<file path="src/rtl/osd_ahr_pkg.sv">
// ----------------------------------------------------------------------------
// osd_ahr_pkg: shared types and constants of the artificial horizon renderer
// Field widths, register codes, the token and write-slot structs passed along
// the cell row, and the reversal helper.
// ----------------------------------------------------------------------------
package osd_ahr_pkg;

    localparam int HALF_WIDTH_DEF = 8;      // columns on each side of center
    localparam int MAX_WRITES     = 32;     // writes issued per frame at most

    localparam int ANGLE_W    = 9;          // roll / pitch in whole degrees
    localparam int H_W        = 14;         // raw line height, signed
    localparam int MAG_W      = 13;         // magnitude of the raw height
    localparam int RECIP_W    = 15;         // width of the reciprocal factor
    localparam int PROD_W     = MAG_W + RECIP_W;
    localparam int QUOT_W     = 11;         // floor(2*|h|/15): row and sub-row
    localparam int SUB_W      = 4;          // sub-row glyph index
    localparam int HT_W       = 8;          // signed row height
    localparam int LAST_W     = 5;          // stored height, saturated
    localparam int ROW_W      = 4;
    localparam int COL_W      = 5;
    localparam int GLYPH_W    = 8;
    localparam int SPACING_W  = 3;

    localparam int S_TDATA_W  = 24;
    localparam int M_TDATA_W  = 24;

    localparam int CFG_IDX_W  = 2;
    localparam int CFG_DATA_W = 3;

    // h = roll*i - pitch*16 + 60; the row is h/120, the sub-row 16ths of it.
    // floor(2*a/15) carries both: row in the upper bits, sub-row in the low four.
    localparam int H_OFFSET     = 60;
    localparam int PITCH_SHIFT  = 4;
    localparam int RECIP_MUL    = 17477;    // ceil(2^17 * 2 / 15)
    localparam int RECIP_SHIFT  = 17;
    localparam int ROW_BIAS     = 3;
    localparam int COL_CENTER   = 15;

    localparam logic [GLYPH_W-1:0]   GLYPH_LINE  = 8'hC0;
    localparam logic [GLYPH_W-1:0]   GLYPH_BLANK = 8'h00;
    localparam logic [SPACING_W-1:0] SPACING_RST = 3'd4;

    typedef enum logic [CFG_IDX_W-1:0] {
        REG_ROW_SPACING = 2'd0,
        REG_CENTER_DOT  = 2'd1,
        REG_ROLL_REV    = 2'd2,
        REG_PITCH_REV   = 2'd3
    } cfg_reg_t;

    typedef struct packed {
        logic [SPACING_W-1:0] row_spacing;
        logic                 center_dot;
    } cfg_t;

    // frame token travelling down the cell row
    typedef struct packed {
        logic                      valid;
        logic signed [H_W-1:0]     h;
        logic signed [ANGLE_W-1:0] roll;
    } tok_t;

    // one pending display write
    typedef struct packed {
        logic               valid;
        logic [ROW_W-1:0]   row;
        logic [COL_W-1:0]   column;
        logic [GLYPH_W-1:0] glyph;
    } slot_t;

    // negate, with minus 256 saturating to 255
    function automatic logic signed [ANGLE_W-1:0] neg_sat(
        input logic signed [ANGLE_W-1:0] v);
        logic signed [ANGLE_W-1:0] r;
        if (v == {1'b1, {(ANGLE_W-1){1'b0}}}) begin
            r = {1'b0, {(ANGLE_W-1){1'b1}}};
        end else begin
            r = -v;
        end
        return r;
    endfunction

endpackage

</file>
<file path="src/rtl/osd_ahr_cell.sv">
// ----------------------------------------------------------------------------
// osd_ahr_cell: one column of the horizon
// Takes the frame token, derives row and sub-row of its column, keeps the
// row drawn last frame, and holds two write slots of the drain chain.
// ----------------------------------------------------------------------------
module osd_ahr_cell import osd_ahr_pkg::*; #(
    parameter int HALF_WIDTH = HALF_WIDTH_DEF,
    parameter int INDEX      = 0
) (
    input  logic       aclk,
    input  logic       aresetn,
    input  cfg_t       cfg,
    input  tok_t       tok_in,
    output tok_t       tok_out,
    output logic       done,
    input  logic       load,
    input  logic       shift,
    input  slot_t      slot_next,
    output slot_t      slot_head,
    output logic [1:0] slot_valid
);

    localparam logic [COL_W-1:0] COLUMN = COL_W'(COL_CENTER - HALF_WIDTH + INDEX);
    localparam logic IS_DOT = (INDEX == HALF_WIDTH - 1) || (INDEX == HALF_WIDTH);
    localparam logic signed [HT_W-1:0] LAST_MAX = HT_W'(2 ** (LAST_W - 1) - 1);
    localparam logic signed [HT_W-1:0] LAST_MIN = -LAST_MAX - HT_W'(1);

    logic                      tok_v_reg;
    logic signed [H_W-1:0]     h_reg;
    logic signed [ANGLE_W-1:0] roll_reg;
    logic                      prod_v_reg;
    logic [QUOT_W-1:0]         t_reg, t_next;
    logic                      neg_reg;
    logic                      done_reg;
    slot_t                     draw_reg, draw_next;
    slot_t                     blank_reg, blank_next;
    logic signed [LAST_W-1:0]  last_reg, last_next;
    slot_t                     slot0_reg, slot1_reg;

    logic [MAG_W-1:0]          mag;
    logic [PROD_W-1:0]         prod;
    logic [QUOT_W-SUB_W-1:0]   qa;
    logic [SUB_W-1:0]          sub;
    logic signed [HT_W-1:0]    ht, last_x, band;
    logic                      ht_in, last_in, dot;

    // hand the token on, one column further right
    assign tok_out.valid = tok_v_reg;
    assign tok_out.h     = h_reg + H_W'(roll_reg);
    assign tok_out.roll  = roll_reg;

    // |h| times the reciprocal of 7.5
    assign mag    = h_reg[H_W-1] ? MAG_W'(-h_reg) : MAG_W'(h_reg);
    assign prod   = PROD_W'(mag) * PROD_W'(RECIP_MUL);
    assign t_next = prod[RECIP_SHIFT +: QUOT_W];

    // truncating division, then one step down for a negative height
    always_comb begin
        qa     = t_reg[QUOT_W-1:SUB_W];
        ht     = neg_reg ? $signed(~{1'b0, qa}) : $signed({1'b0, qa});
        sub    = neg_reg ? ~t_reg[SUB_W-1:0] : t_reg[SUB_W-1:0];
        band   = $signed({{(HT_W-SPACING_W){1'b0}}, cfg.row_spacing});
        last_x = {{(HT_W-LAST_W){last_reg[LAST_W-1]}}, last_reg};
        ht_in  = (ht >= -band) && (ht <= band);
        last_in = (last_x >= -band) && (last_x <= band);
        dot    = cfg.center_dot && IS_DOT;

        draw_next.valid  = !(dot && ht == '0) && ht_in;
        draw_next.row    = {1'b0, cfg.row_spacing} + ROW_W'(ROW_BIAS) - ht[ROW_W-1:0];
        draw_next.column = COLUMN;
        draw_next.glyph  = GLYPH_LINE + GLYPH_W'(sub);

        blank_next.valid  = !(dot && last_x == '0) && (ht != last_x) && last_in;
        blank_next.row    = {1'b0, cfg.row_spacing} + ROW_W'(ROW_BIAS)
                            - last_x[ROW_W-1:0];
        blank_next.column = COLUMN;
        blank_next.glyph  = GLYPH_BLANK;

        // anything beyond the widest band only has to compare unequal
        if (ht > LAST_MAX) begin
            last_next = LAST_MAX[LAST_W-1:0];
        end else if (ht < LAST_MIN) begin
            last_next = LAST_MIN[LAST_W-1:0];
        end else begin
            last_next = ht[LAST_W-1:0];
        end
    end

    always_ff @(posedge aclk) begin
        if (!aresetn) begin
            tok_v_reg  <= 1'b0;
            prod_v_reg <= 1'b0;
            done_reg   <= 1'b0;
            last_reg   <= '0;      // a zero pair puts every column on row zero
            slot0_reg  <= '0;
            slot1_reg  <= '0;
        end else begin
            tok_v_reg  <= tok_in.valid;
            prod_v_reg <= tok_v_reg;
            done_reg   <= prod_v_reg;
            if (prod_v_reg) begin
                last_reg <= last_next;
            end
            if (load) begin
                slot0_reg <= draw_reg;
                slot1_reg <= blank_reg;
            end else if (shift) begin
                slot0_reg <= slot1_reg;
                slot1_reg <= slot_next;
            end
        end
    end

    always_ff @(posedge aclk) begin
        if (tok_in.valid) begin
            h_reg    <= tok_in.h;
            roll_reg <= tok_in.roll;
        end
        if (tok_v_reg) begin
            t_reg   <= t_next;
            neg_reg <= h_reg[H_W-1];
        end
        if (prod_v_reg) begin
            draw_reg  <= draw_next;
            blank_reg <= blank_next;
        end
    end

    assign done       = done_reg;
    assign slot_head  = slot0_reg;
    assign slot_valid = {slot1_reg.valid, slot0_reg.valid};

endmodule

</file>
<file path="src/rtl/osd_ahr_out.sv">
// ----------------------------------------------------------------------------
// osd_ahr_out: output register of the write stream
// Takes the head slot of the drain chain, caps the writes of a frame and
// marks the final one.
// ----------------------------------------------------------------------------
module osd_ahr_out import osd_ahr_pkg::*; (
    input  logic                 aclk,
    input  logic                 aresetn,
    input  logic                 frame_start,
    input  logic                 chain_busy,
    input  slot_t                head,
    input  logic                 rest_any,
    output logic                 advance,
    output logic                 m_tvalid,
    input  logic                 m_tready,
    output logic [M_TDATA_W-1:0] m_tdata,
    output logic                 m_tlast
);

    localparam int CNT_W = $clog2(MAX_WRITES + 1);

    logic                 m_valid_reg;
    logic [M_TDATA_W-1:0] m_data_reg;
    logic                 m_last_reg;
    logic [CNT_W-1:0]     count_reg, count_next;
    logic                 can_take, issue, is_final;

    assign can_take   = !m_valid_reg || m_tready;
    assign advance    = chain_busy && can_take;
    assign issue      = advance && head.valid && (count_reg < CNT_W'(MAX_WRITES));
    assign is_final   = !rest_any || (count_reg == CNT_W'(MAX_WRITES - 1));
    assign count_next = count_reg + CNT_W'(1);

    always_ff @(posedge aclk) begin
        if (!aresetn) begin
            m_valid_reg <= 1'b0;
            count_reg   <= '0;
        end else begin
            if (frame_start) begin
                count_reg <= '0;
            end else if (issue) begin
                count_reg <= count_next;
            end
            if (issue) begin
                m_valid_reg <= 1'b1;
            end else if (m_tready) begin
                m_valid_reg <= 1'b0;
            end
        end
    end

    always_ff @(posedge aclk) begin
        if (issue) begin
            m_data_reg <= M_TDATA_W'({head.glyph, head.column, head.row});
            m_last_reg <= is_final;
        end
    end

    assign m_tvalid = m_valid_reg;
    assign m_tdata  = m_data_reg;
    assign m_tlast  = m_last_reg;

endmodule

</file>
<file path="src/rtl/osd_artificial_horizon_renderer.sv">
// ----------------------------------------------------------------------------
// osd_artificial_horizon_renderer: horizon line writes for a character OSD
// One roll/pitch item per frame becomes a run of character writes: a line
// glyph where the horizon crosses each column, a blank where it was before.
//
//   channel   direction  payload (low bit first)                 marker
//   s_*       in         roll_degrees[8:0], pitch_degrees[17:9]   -
//   m_*       out        screen_row[3:0], screen_column[8:4],     tlast =
//                        glyph_code[16:9]                         final_write
//   cfg_*     in         index 0..3, data[2:0]                    -
//
// Flow: an item waits in the pending register until the last results have
// loaded; its token then walks the 2*HALF_WIDTH column cells at one cell a
// cycle, each cell finishing once its quotient and result registers follow.
// Results load into a drain chain of 4*HALF_WIDTH slots, which shifts one
// slot a cycle unless the output stalls, ending at its last valid write.
// The next item is accepted while the chain drains; its walk overlaps.
// Reset: registers to defaults, every stored column height to row zero.
// Stalls: a held write with m_tready low freezes the drain chain, not the walk.
// ----------------------------------------------------------------------------
module osd_artificial_horizon_renderer import osd_ahr_pkg::*; #(
    parameter int HALF_WIDTH = HALF_WIDTH_DEF
) (
    input  logic                  aclk,
    input  logic                  aresetn,
    // roll_degrees [8:0], pitch_degrees [17:9]
    input  logic                  s_tvalid,
    output logic                  s_tready,
    input  logic [S_TDATA_W-1:0]  s_tdata,
    // screen_row [3:0], screen_column [8:4], glyph_code [16:9]
    output logic                  m_tvalid,
    input  logic                  m_tready,
    output logic [M_TDATA_W-1:0]  m_tdata,
    output logic                  m_tlast,
    input  logic                  cfg_we,
    input  logic [CFG_IDX_W-1:0]  cfg_index,
    input  logic [CFG_DATA_W-1:0] cfg_wdata
);

    localparam int NCELL = 2 * HALF_WIDTH;
    localparam logic signed [H_W-1:0] HW_S  = H_W'(HALF_WIDTH);
    localparam logic signed [H_W-1:0] H_OFS = H_W'(H_OFFSET);

    // configuration registers
    logic [SPACING_W-1:0] row_spacing_reg;
    logic                 center_dot_reg;
    logic                 roll_rev_reg;
    logic                 pitch_rev_reg;
    cfg_t                 cfg;

    // pending item and frame control
    logic                      pend_v_reg;
    logic signed [ANGLE_W-1:0] pend_roll_reg, pend_pitch_reg;
    logic signed [ANGLE_W-1:0] roll_in, pitch_in, roll_use, pitch_use;
    logic                      wave_busy_reg;
    logic                      res_ready_reg;
    logic                      s_accept, launch, load;
    logic signed [H_W-1:0]     h_start;

    // cell row
    tok_t                tok_chain  [0:NCELL];
    slot_t               slot_chain [0:NCELL];
    logic [NCELL-1:0]    done_vec;
    logic [2*NCELL-1:0]  slot_valid;
    logic                chain_busy, rest_any, advance;

    assign cfg.row_spacing = row_spacing_reg;
    assign cfg.center_dot  = center_dot_reg;

    always_ff @(posedge aclk) begin
        if (!aresetn) begin
            row_spacing_reg <= SPACING_RST;
            center_dot_reg  <= 1'b1;
            roll_rev_reg    <= 1'b0;
            pitch_rev_reg   <= 1'b0;
        end else if (cfg_we) begin
            unique case (cfg_reg_t'(cfg_index))
                REG_ROW_SPACING: row_spacing_reg <= cfg_wdata;
                REG_CENTER_DOT:  center_dot_reg  <= cfg_wdata[0];
                REG_ROLL_REV:    roll_rev_reg    <= cfg_wdata[0];
                REG_PITCH_REV:   pitch_rev_reg   <= cfg_wdata[0];
            endcase
        end
    end

    // apply the reversal on the way in; the reversed pair is what the
    // cells remember as last frame's horizon
    assign roll_in   = $signed(s_tdata[ANGLE_W-1:0]);
    assign pitch_in  = $signed(s_tdata[2*ANGLE_W-1:ANGLE_W]);
    assign roll_use  = roll_rev_reg  ? neg_sat(roll_in)  : roll_in;
    assign pitch_use = pitch_rev_reg ? neg_sat(pitch_in) : pitch_in;

    assign s_tready = !pend_v_reg;
    assign s_accept = s_tvalid && s_tready;

    // launch a token once the previous frame has left the cells' result
    // registers; load the drain chain once it has run dry
    assign launch = pend_v_reg && !wave_busy_reg;
    assign load   = res_ready_reg && !chain_busy;

    // height at the leftmost column: 60 - 16*pitch - HALF_WIDTH*roll
    assign h_start = H_OFS - (H_W'(pend_pitch_reg) <<< PITCH_SHIFT)
                     - H_W'(pend_roll_reg) * HW_S;

    always_ff @(posedge aclk) begin
        if (!aresetn) begin
            pend_v_reg    <= 1'b0;
            wave_busy_reg <= 1'b0;
            res_ready_reg <= 1'b0;
        end else begin
            if (s_accept) begin
                pend_v_reg <= 1'b1;
            end else if (launch) begin
                pend_v_reg <= 1'b0;
            end
            if (launch) begin
                wave_busy_reg <= 1'b1;
            end else if (load) begin
                wave_busy_reg <= 1'b0;
            end
            if (done_vec[NCELL-1]) begin
                res_ready_reg <= 1'b1;
            end else if (load) begin
                res_ready_reg <= 1'b0;
            end
        end
    end

    always_ff @(posedge aclk) begin
        if (s_accept) begin
            pend_roll_reg  <= roll_use;
            pend_pitch_reg <= pitch_use;
        end
    end

    // token enters at the leftmost column; nothing follows the last slot
    assign tok_chain[0].valid = launch;
    assign tok_chain[0].h     = h_start;
    assign tok_chain[0].roll  = pend_roll_reg;
    assign slot_chain[NCELL]  = '0;

    for (genvar k = 0; k < NCELL; k++) begin : g_cell
        osd_ahr_cell #(
            .HALF_WIDTH (HALF_WIDTH),
            .INDEX      (k)
        ) u_cell (
            .aclk       (aclk),
            .aresetn    (aresetn),
            .cfg        (cfg),
            .tok_in     (tok_chain[k]),
            .tok_out    (tok_chain[k+1]),
            .done       (done_vec[k]),
            .load       (load),
            .shift      (advance),
            .slot_next  (slot_chain[k+1]),
            .slot_head  (slot_chain[k]),
            .slot_valid (slot_valid[2*k +: 2])
        );
    end

    // head is final when nothing valid stands behind it
    assign chain_busy = |slot_valid;
    assign rest_any   = |slot_valid[2*NCELL-1:1];

    osd_ahr_out u_out (
        .aclk        (aclk),
        .aresetn     (aresetn),
        .frame_start (load),
        .chain_busy  (chain_busy),
        .head        (slot_chain[0]),
        .rest_any    (rest_any),
        .advance     (advance),
        .m_tvalid    (m_tvalid),
        .m_tready    (m_tready),
        .m_tdata     (m_tdata),
        .m_tlast     (m_tlast)
    );

    // only one frame walks the row, so no launch over unloaded results
    a_launch_clear: assert property (@(posedge aclk) disable iff (!aresetn)
        launch |-> !res_ready_reg)
        else $error("token launched over results not yet loaded");

    a_one_done: assert property (@(posedge aclk) disable iff (!aresetn)
        $onehot0(done_vec))
        else $error("two cells finished in the same cycle");

    a_walk_ends: assert property (@(posedge aclk) disable iff (!aresetn)
        tok_chain[NCELL].valid |-> ##2 done_vec[NCELL-1])
        else $error("last cell did not finish after the token passed");

    a_done_in_frame: assert property (@(posedge aclk) disable iff (!aresetn)
        done_vec[NCELL-1] |-> wave_busy_reg && !res_ready_reg)
        else $error("last cell finished outside a frame walk");

endmodule
</file>
<file path="config.mk">
export PLATFORM = sky130hd
export DESIGN_NAME = osd_artificial_horizon_renderer
export DESIGN_NICKNAME = d
export VERILOG_FILES = /design/src/rtl/osd_ahr_pkg.sv /design/src/rtl/osd_ahr_cell.sv /design/src/rtl/osd_ahr_out.sv /design/src/rtl/osd_artificial_horizon_renderer.sv
export SDC_FILE = /design/constraint.sdc
export NUM_CORES = 2
export LEC_CHECK = 0
export ABC_AREA = 1
export CAP_MARGIN = 25
export CELL_PAD_IN_SITES_DETAIL_PLACEMENT = 0
export CELL_PAD_IN_SITES_GLOBAL_PLACEMENT = 1
export CORE_MARGIN = 2
export CORE_UTILIZATION = 46
export DETAILED_ROUTE_END_ITERATION = 6
export DONT_BUFFER_PORTS = 1
export PLACE_DENSITY_LB_ADDON = 0.1
export SYNTH_ARGS = -nofsm -noshare
export SYNTH_HDL_FRONTEND = slang
export SYNTH_HIERARCHICAL = 1
export SYNTH_SLANG_ARGS = --single-unit
export TNS_END_PERCENT = 10
</file>
<file path="constraint.sdc">
create_clock -name aclk -period 4.6 [get_ports aclk]
set_clock_uncertainty 0.05 [all_clocks]
set_input_delay 0.46 -clock aclk [delete_from_list [all_inputs] [get_ports aclk]]
set_output_delay 0.46 -clock aclk [all_outputs]
set_load 0.01 [all_outputs]
</file>
Yosys cells after proc, flatten, opt, wreduce, memory -nomap -nowiden

Cells that the tools add are included.

Bits in registers: 1565
Word-level logic and storage cells: 817

$add $sub $neg: 86
$mul: 16
Order comparisons: 97
Equality and inequality tests: 22
Mux-type cells: 155
Bitwise logic cells: 33
Reductions and logical operators: 90

Operator list:

| kind                                                                             | number |
|---|---|
| 18-bit two-way mux                                                               | 64 |
| 13-bit by 15-bit multiplier with 28-bit output (second input constant)           | 16 |
| 14-bit by 9-bit adder with 14-bit output                                         | 15 |
| 13-bit two-way mux                                                               | 16 |
| 13-bit negation                                                                  | 16 |
| 5-bit two-way mux                                                                | 32 |
| 7-bit by 5-bit adder with 8-bit output (first input constant)                    | 16 |
| 5-bit by 8-bit greater-or-equal comparator with 1-bit output                     | 16 |
| 8-bit greater-or-equal comparator                                                | 16 |
| 8-bit by 5-bit greater-than comparator with 1-bit output (second input constant) | 16 |
| 8-bit by 4-bit less-or-equal comparator with 1-bit output                        | 16 |
| 8-bit by 5-bit < comparator with 1-bit output (second input constant)            | 16 |
| 8-bit two-way mux                                                                | 16 |
| 8-bit by 5-bit inequality test with 1-bit output                                 | 16 |
| 7-bit inverter with 8-bit output                                                 | 16 |
| 4-bit subtractor                                                                 | 32 |
| 5-bit by 4-bit less-or-equal comparator with 1-bit output                        | 16 |
| 4-bit two-way mux                                                                | 16 |
| 4-bit inverter                                                                   | 16 |
| 1-bit logical AND                                                                | 62 |
| 9-bit two-way mux                                                                | 4 |
| 8-bit logical NOT                                                                | 4 |
| 32-bit OR reduction                                                              | 1 |
| 31-bit OR reduction                                                              | 1 |
| other kinds (19)                                                                 | 44 |

Logic depth before layout (Yosys ltp)

Depth in word-level cells: 6
Gate-level depth with buffers: 29
Gate-level depth less buffers: 29

Modules after synthesis

Netlist, hierarchy kept.

Modules (own cells, without submodules):

| module                               | times used | cells each | area an instance (um^2) | seq. area each (um^2) |
|---|---|---|---|---|
| osd_ahr_cell (g_cell[10].u_cell ...) | 2          | 891        | 7348.3                  | 2352.3 |
| osd_ahr_cell (g_cell[8].u_cell)      | 1          | 897        | 7424.6                  | 2352.3 |
| osd_ahr_cell (g_cell[7].u_cell)      | 1          | 894        | 7418.4                  | 2352.3 |
| osd_ahr_cell (g_cell[3].u_cell)      | 1          | 901        | 7377.1                  | 2352.3 |
| osd_ahr_cell (g_cell[1].u_cell)      | 1          | 902        | 7375.8                  | 2352.3 |
| osd_ahr_cell (g_cell[2].u_cell)      | 1          | 900        | 7370.8                  | 2352.3 |
| osd_ahr_cell (g_cell[0].u_cell)      | 1          | 892        | 7369.6                  | 2352.3 |
| osd_ahr_cell (g_cell[14].u_cell)     | 1          | 898        | 7367.1                  | 2352.3 |
| osd_ahr_cell (g_cell[13].u_cell)     | 1          | 890        | 7343.3                  | 2352.3 |
| osd_ahr_cell (g_cell[12].u_cell)     | 1          | 883        | 7337.0                  | 2352.3 |
| osd_ahr_cell (g_cell[4].u_cell)      | 1          | 903        | 7334.5                  | 2352.3 |
| osd_ahr_cell (g_cell[15].u_cell)     | 1          | 891        | 7327.0                  | 2352.3 |
| osd_ahr_cell (g_cell[6].u_cell)      | 1          | 887        | 7269.5                  | 2352.3 |
| osd_ahr_cell (g_cell[9].u_cell)      | 1          | 887        | 7262.0                  | 2352.3 |
| +3 rows                              | --         | --         | --                      | -- |

Least setup slack after synthesis

OpenSTA, ideal clock, no wires.

Path kind: register to register
Start point: register g_cell[14].u_cell.h_reg[0]
End point: register g_cell[14].u_cell.t_reg[9], data pin
Library setup time: 252 ps
Arrival time: 4399 ps
Required time: 4298 ps
Slack: -101 ps
Stages on the path, launching flop included: 24
Buffers on the path: 0
Period minus slack after synthesis: 4701 ps
Path through: edfxtp_1 > inv_1 > ha_1 > inv_1 > nor3_1 > nand3_1 > o21ai_1 > o21ai_0 > xor2_1 > ha_1 > inv_1 > fa_1 > fa_1 > inv_1 > fa_1 > ha_1 > nand2_1 > inv_1 > a21oi_1 > o21ai_1 > a21oi_1 > nand2_1 > nand2_1 > nand2_1

Word-level cells in the longest chain between the ends: 3

RTL lines:

| item                                               | RTL line            | source |
|---|---|---|
| from (decl)                                        | osd_ahr_cell.sv:29  | `logic signed [H_W-1:0] h_reg;` |
| from (signal assigned)                             | osd_ahr_cell.sv:116 | `h_reg <= tok_in.h;` |
| 13-bit negation                                    | osd_ahr_cell.sv:53  | `assign mag = h_reg[H_W-1] ? MAG_W'(-h_reg) : MAG_W'(h_reg);` |
| 13-bit two-way mux (*)                             | osd_ahr_cell.sv:53  |  |
| 13-bit by 15-bit multiplier with 28-bit output (*) | osd_ahr_cell.sv:54  | `assign prod = PROD_W'(mag) * PROD_W'(RECIP_MUL);` |
| net g_cell[14].u_cell.prod[26]                     | osd_ahr_cell.sv:41  | `logic [PROD_W-1:0] prod;` |
| to (signal assigned)                               | osd_ahr_cell.sv:120 | `t_reg <= t_next;` |
| to (decl)                                          | osd_ahr_cell.sv:32  | `logic [QUOT_W-1:0] t_reg, t_next;` |

Mark *: on every way through the listed nets, which the timed path passes. The rest lies on a longest branch.
A chain may end at the register's enable or synchronous reset.

Worst setup path after layout

Start point: register g_cell[8].u_cell.h_reg[0]
End point: register g_cell[8].u_cell.t_reg[5], data pin

Word-level cells in the longest chain between the ends: 3

RTL lines:

| item                                               | RTL line |
|---|---|
| from (decl)                                        | osd_ahr_cell.sv:29 |
| from (signal assigned)                             | osd_ahr_cell.sv:116 |
| 13-bit negation                                    | osd_ahr_cell.sv:53 |
| 13-bit two-way mux (*)                             | osd_ahr_cell.sv:53 |
| 13-bit by 15-bit multiplier with 28-bit output (*) | osd_ahr_cell.sv:54 |
| net g_cell[8].u_cell.prod[22]                      | osd_ahr_cell.sv:41 |
| to (signal assigned)                               | osd_ahr_cell.sv:120 |
| to (decl)                                          | osd_ahr_cell.sv:32 |

Marks and branches as above.

==> flow_summary_export.csv <==
group,metric,value,unit
worst_setup_path,cp-end-kind,"flip-flop",
sta,slew_headroom,30.2,%
sta,worst_pin_slew,1.04,ns
worst_setup_path,arrival,5.26,ns
worst_setup_path,path_class,"reg -> reg",
detailed_routing,wl_per_cell,17.8,um
global_routing,grt_usage,25.0,%
worst_setup_path,critPathMaxFanout,3,
cts,cts.path.max_buffers,3,
sta,post-route-min-period,4.72,ns
sta,setup_slack,-0.121,ns
placed_design,place.gp.congestion,0.911,
detailed_routing,detail-route-antenna-nets,0,
outcome,failed_checks,"setup timing",
power,power_density,278,mW/mm^2
global_routing,overflow,0,
outcome,status,"finished, violations left",
die,start_util,46.4,%
die,fp.dieW,513,um
detailed_routing,drc,0,
cts,clock_latency,0.85,ns
worst_setup_path,cp-start-kind,"flip-flop",
sta,setup_viol,50,
logic_synthesis,ys_warn_count,6,
detailed_routing,routed_wl,337,mm
cts,cts_buffers,174,
cts,cts_tree,"done",
placed_design,portBuffers,0,
layout,layout-drive-gt1-share,14.7,%
global_routing,antenna_found_initial,9,
sta,max_freq,212,MHz
worst_hold_path,min-delay-start,"aresetn",
layout,final_util,54.4,%
layout,area_growth,17.4,%
global_routing,grt_max_degree,260,
cts,htree_levels,4,
placed_design,post-dp-hpwl,267,mm
layout,largest_register_ffs,288,
die,die-area,0.264,mm^2
worst_setup_path,reg2reg_from,"g_cell[8].u_cell/h_reg[0]",
worst_setup_path,cp-startpoint,"g_cell[8].u_cell/h_reg[0]",
logic_synthesis,synthesis.instances,14500,
cts,path_clk_slew,0.06,ns
worst_setup_path,worstPathRequired,5.14,ns
worst_hold_path,min_path_type,"in -> reg",
worst_setup_path,slowest_delay,0.56,ns
sta,slew_violations,0,
die,rows,186,
detailed_routing,dr.pass1.iters,5,
detailed_routing,drtIter0Drc,5634,
sta,hold_violations,0,
power,peakVddDrop,558,uV
power,p_leak,67.8,nW
sta,rsz0062_at_grt,"yes",
placed_design,place_area,0.129,mm^2
layout,final_nets,17500,
global_routing,grt_pass1_wl,530,mm
detailed_routing,num_vias,98200,
layout,final_area,0.140,mm^2
detailed_routing,viasPerCell,5.18,
die,core,0.257,mm^2
worst_setup_path,critical-path-top-delay-family,"adder cells",
sta,hold_ws,0.0589,ns
placed_design,pre_cts_slack,-0.380,ns
job,maxCapViolations,0,
cts,cts-root-buf,"clkbuf_16",
die,fp.dieH,513,um
global_routing,grt_pass1_vias,97700,
worst_setup_path,crit_path_top_delay_cell,"fa_1",
die,ios,61,
logic_synthesis,netlist_area,0.119,mm^2
worst_setup_path,critical_path.cell_chain,"inv_1, ha_1, nand3_1, nor2_1, nand3_1, o31ai_2, xnor2_1, buf_4, ha_1, inv_1, fa_1, inv_1, fa_1, fa_1, ha_4, nand2_1, inv_1, a21oi_2, a21oi_1, nor2_1, nand2_1, nand2_1, nand2_1",
worst_setup_path,cp_num_buf_inv,5,
cts,clock-sinks,1516,
sta,fin_setup_tns,-1.69,ns
logic_synthesis,avgSynthCellArea,8.22,um^2
sta,finalCritPeriodShare,103,%
layout by cell type, fill, tap and decap left out, drive strengths merged, types with 415 or more instances in the layout:
| master | n |
|---|---|
| a21oi | 691 |
| buf | 979 |
| dfxtp | 705 |
| edfxtp | 811 |
| ha | 1751 |
| inv | 2539 |
| nand2 | 2841 |
| nand3 | 754 |
| nor2 | 1156 |
| o21ai | 872 |
| xor2 | 415 |
worst reg2reg max path, delay by kind of cell, from the launching register on:
kind / cells / cell delay (ns)
fa+ha+maj: 6 / 2.01
buf+inv: 5 / 0.47
simple gates: 8 / 0.87
compound gates: 3 / 0.50
xor+xnor: 1 / 0.19
flops: 1 / 0.40
through the flow:
| stage | total power, mW | std cells |
|---|---|---|
| 2_1_floorplan | 20.3 | 14500 |
| 3_3_place_gp | 22.9 | 18500 |
| 3_5_place_dp | 23.0 | 18500 |
| 4_1_cts | 38.7 | 18900 |
| 5_1_grt | 41.1 | 19000 |
| 6_report | 39.0 | 19000 |
where the power goes:
group	switching, mW	internal (mW)
sequential	0.156	14.5
combinational	5.60	3.89
clock	6.01	8.83
total	11.8	27.2
timing repair:
action,4_1_cts,5_1_grt
gates resized for setup,377,509
endpoints found under the setup margin,176,176
setup buffers,38,43
hold endpoints to repair,281,0
hold buffers,44,0
pin swaps,195,256
area by class of cell:
| type | instances | area, um^2 |
|---|---|---|
| clock buffer | 223 | 4810 |
| fill | 24000 | 117000 |
| sequential | 1516 | 38500 |
| clock inverter | 103 | 1410 |
| antenna | 5 | 12.5 |
| multi-input combinational | 10200 | 73500 |
| timing repair buffer | 1020 | 8060 |
| tap | 3384 | 4230 |
| inverter | 2538 | 9570 |
metal layers:
metal / global-route usage [%] / vias to the layer above / part of all wire, %
met1: 33.1 / 46500 / 46
met2: 43.4 / 1556 / 48
met5: 0 / - / 0.0050
met3: 2.37 / 428 / 3.3
li1: - / 49700 / -
met4: 6.93 / 2 / 2.9
worst paths after layout:
check	endpoint	slack (ns)	depth (start not counted)
max	g_cell[8].u_cell/t_reg[5]	-0.12	23
min reg2reg	g_cell[2].u_cell/slot_head[15]	0.36	2
min	res_ready_reg	0.06	2
max reg2reg	g_cell[8].u_cell/t_reg[5]	-0.12	23
Power figures use the tool's default switching activity.
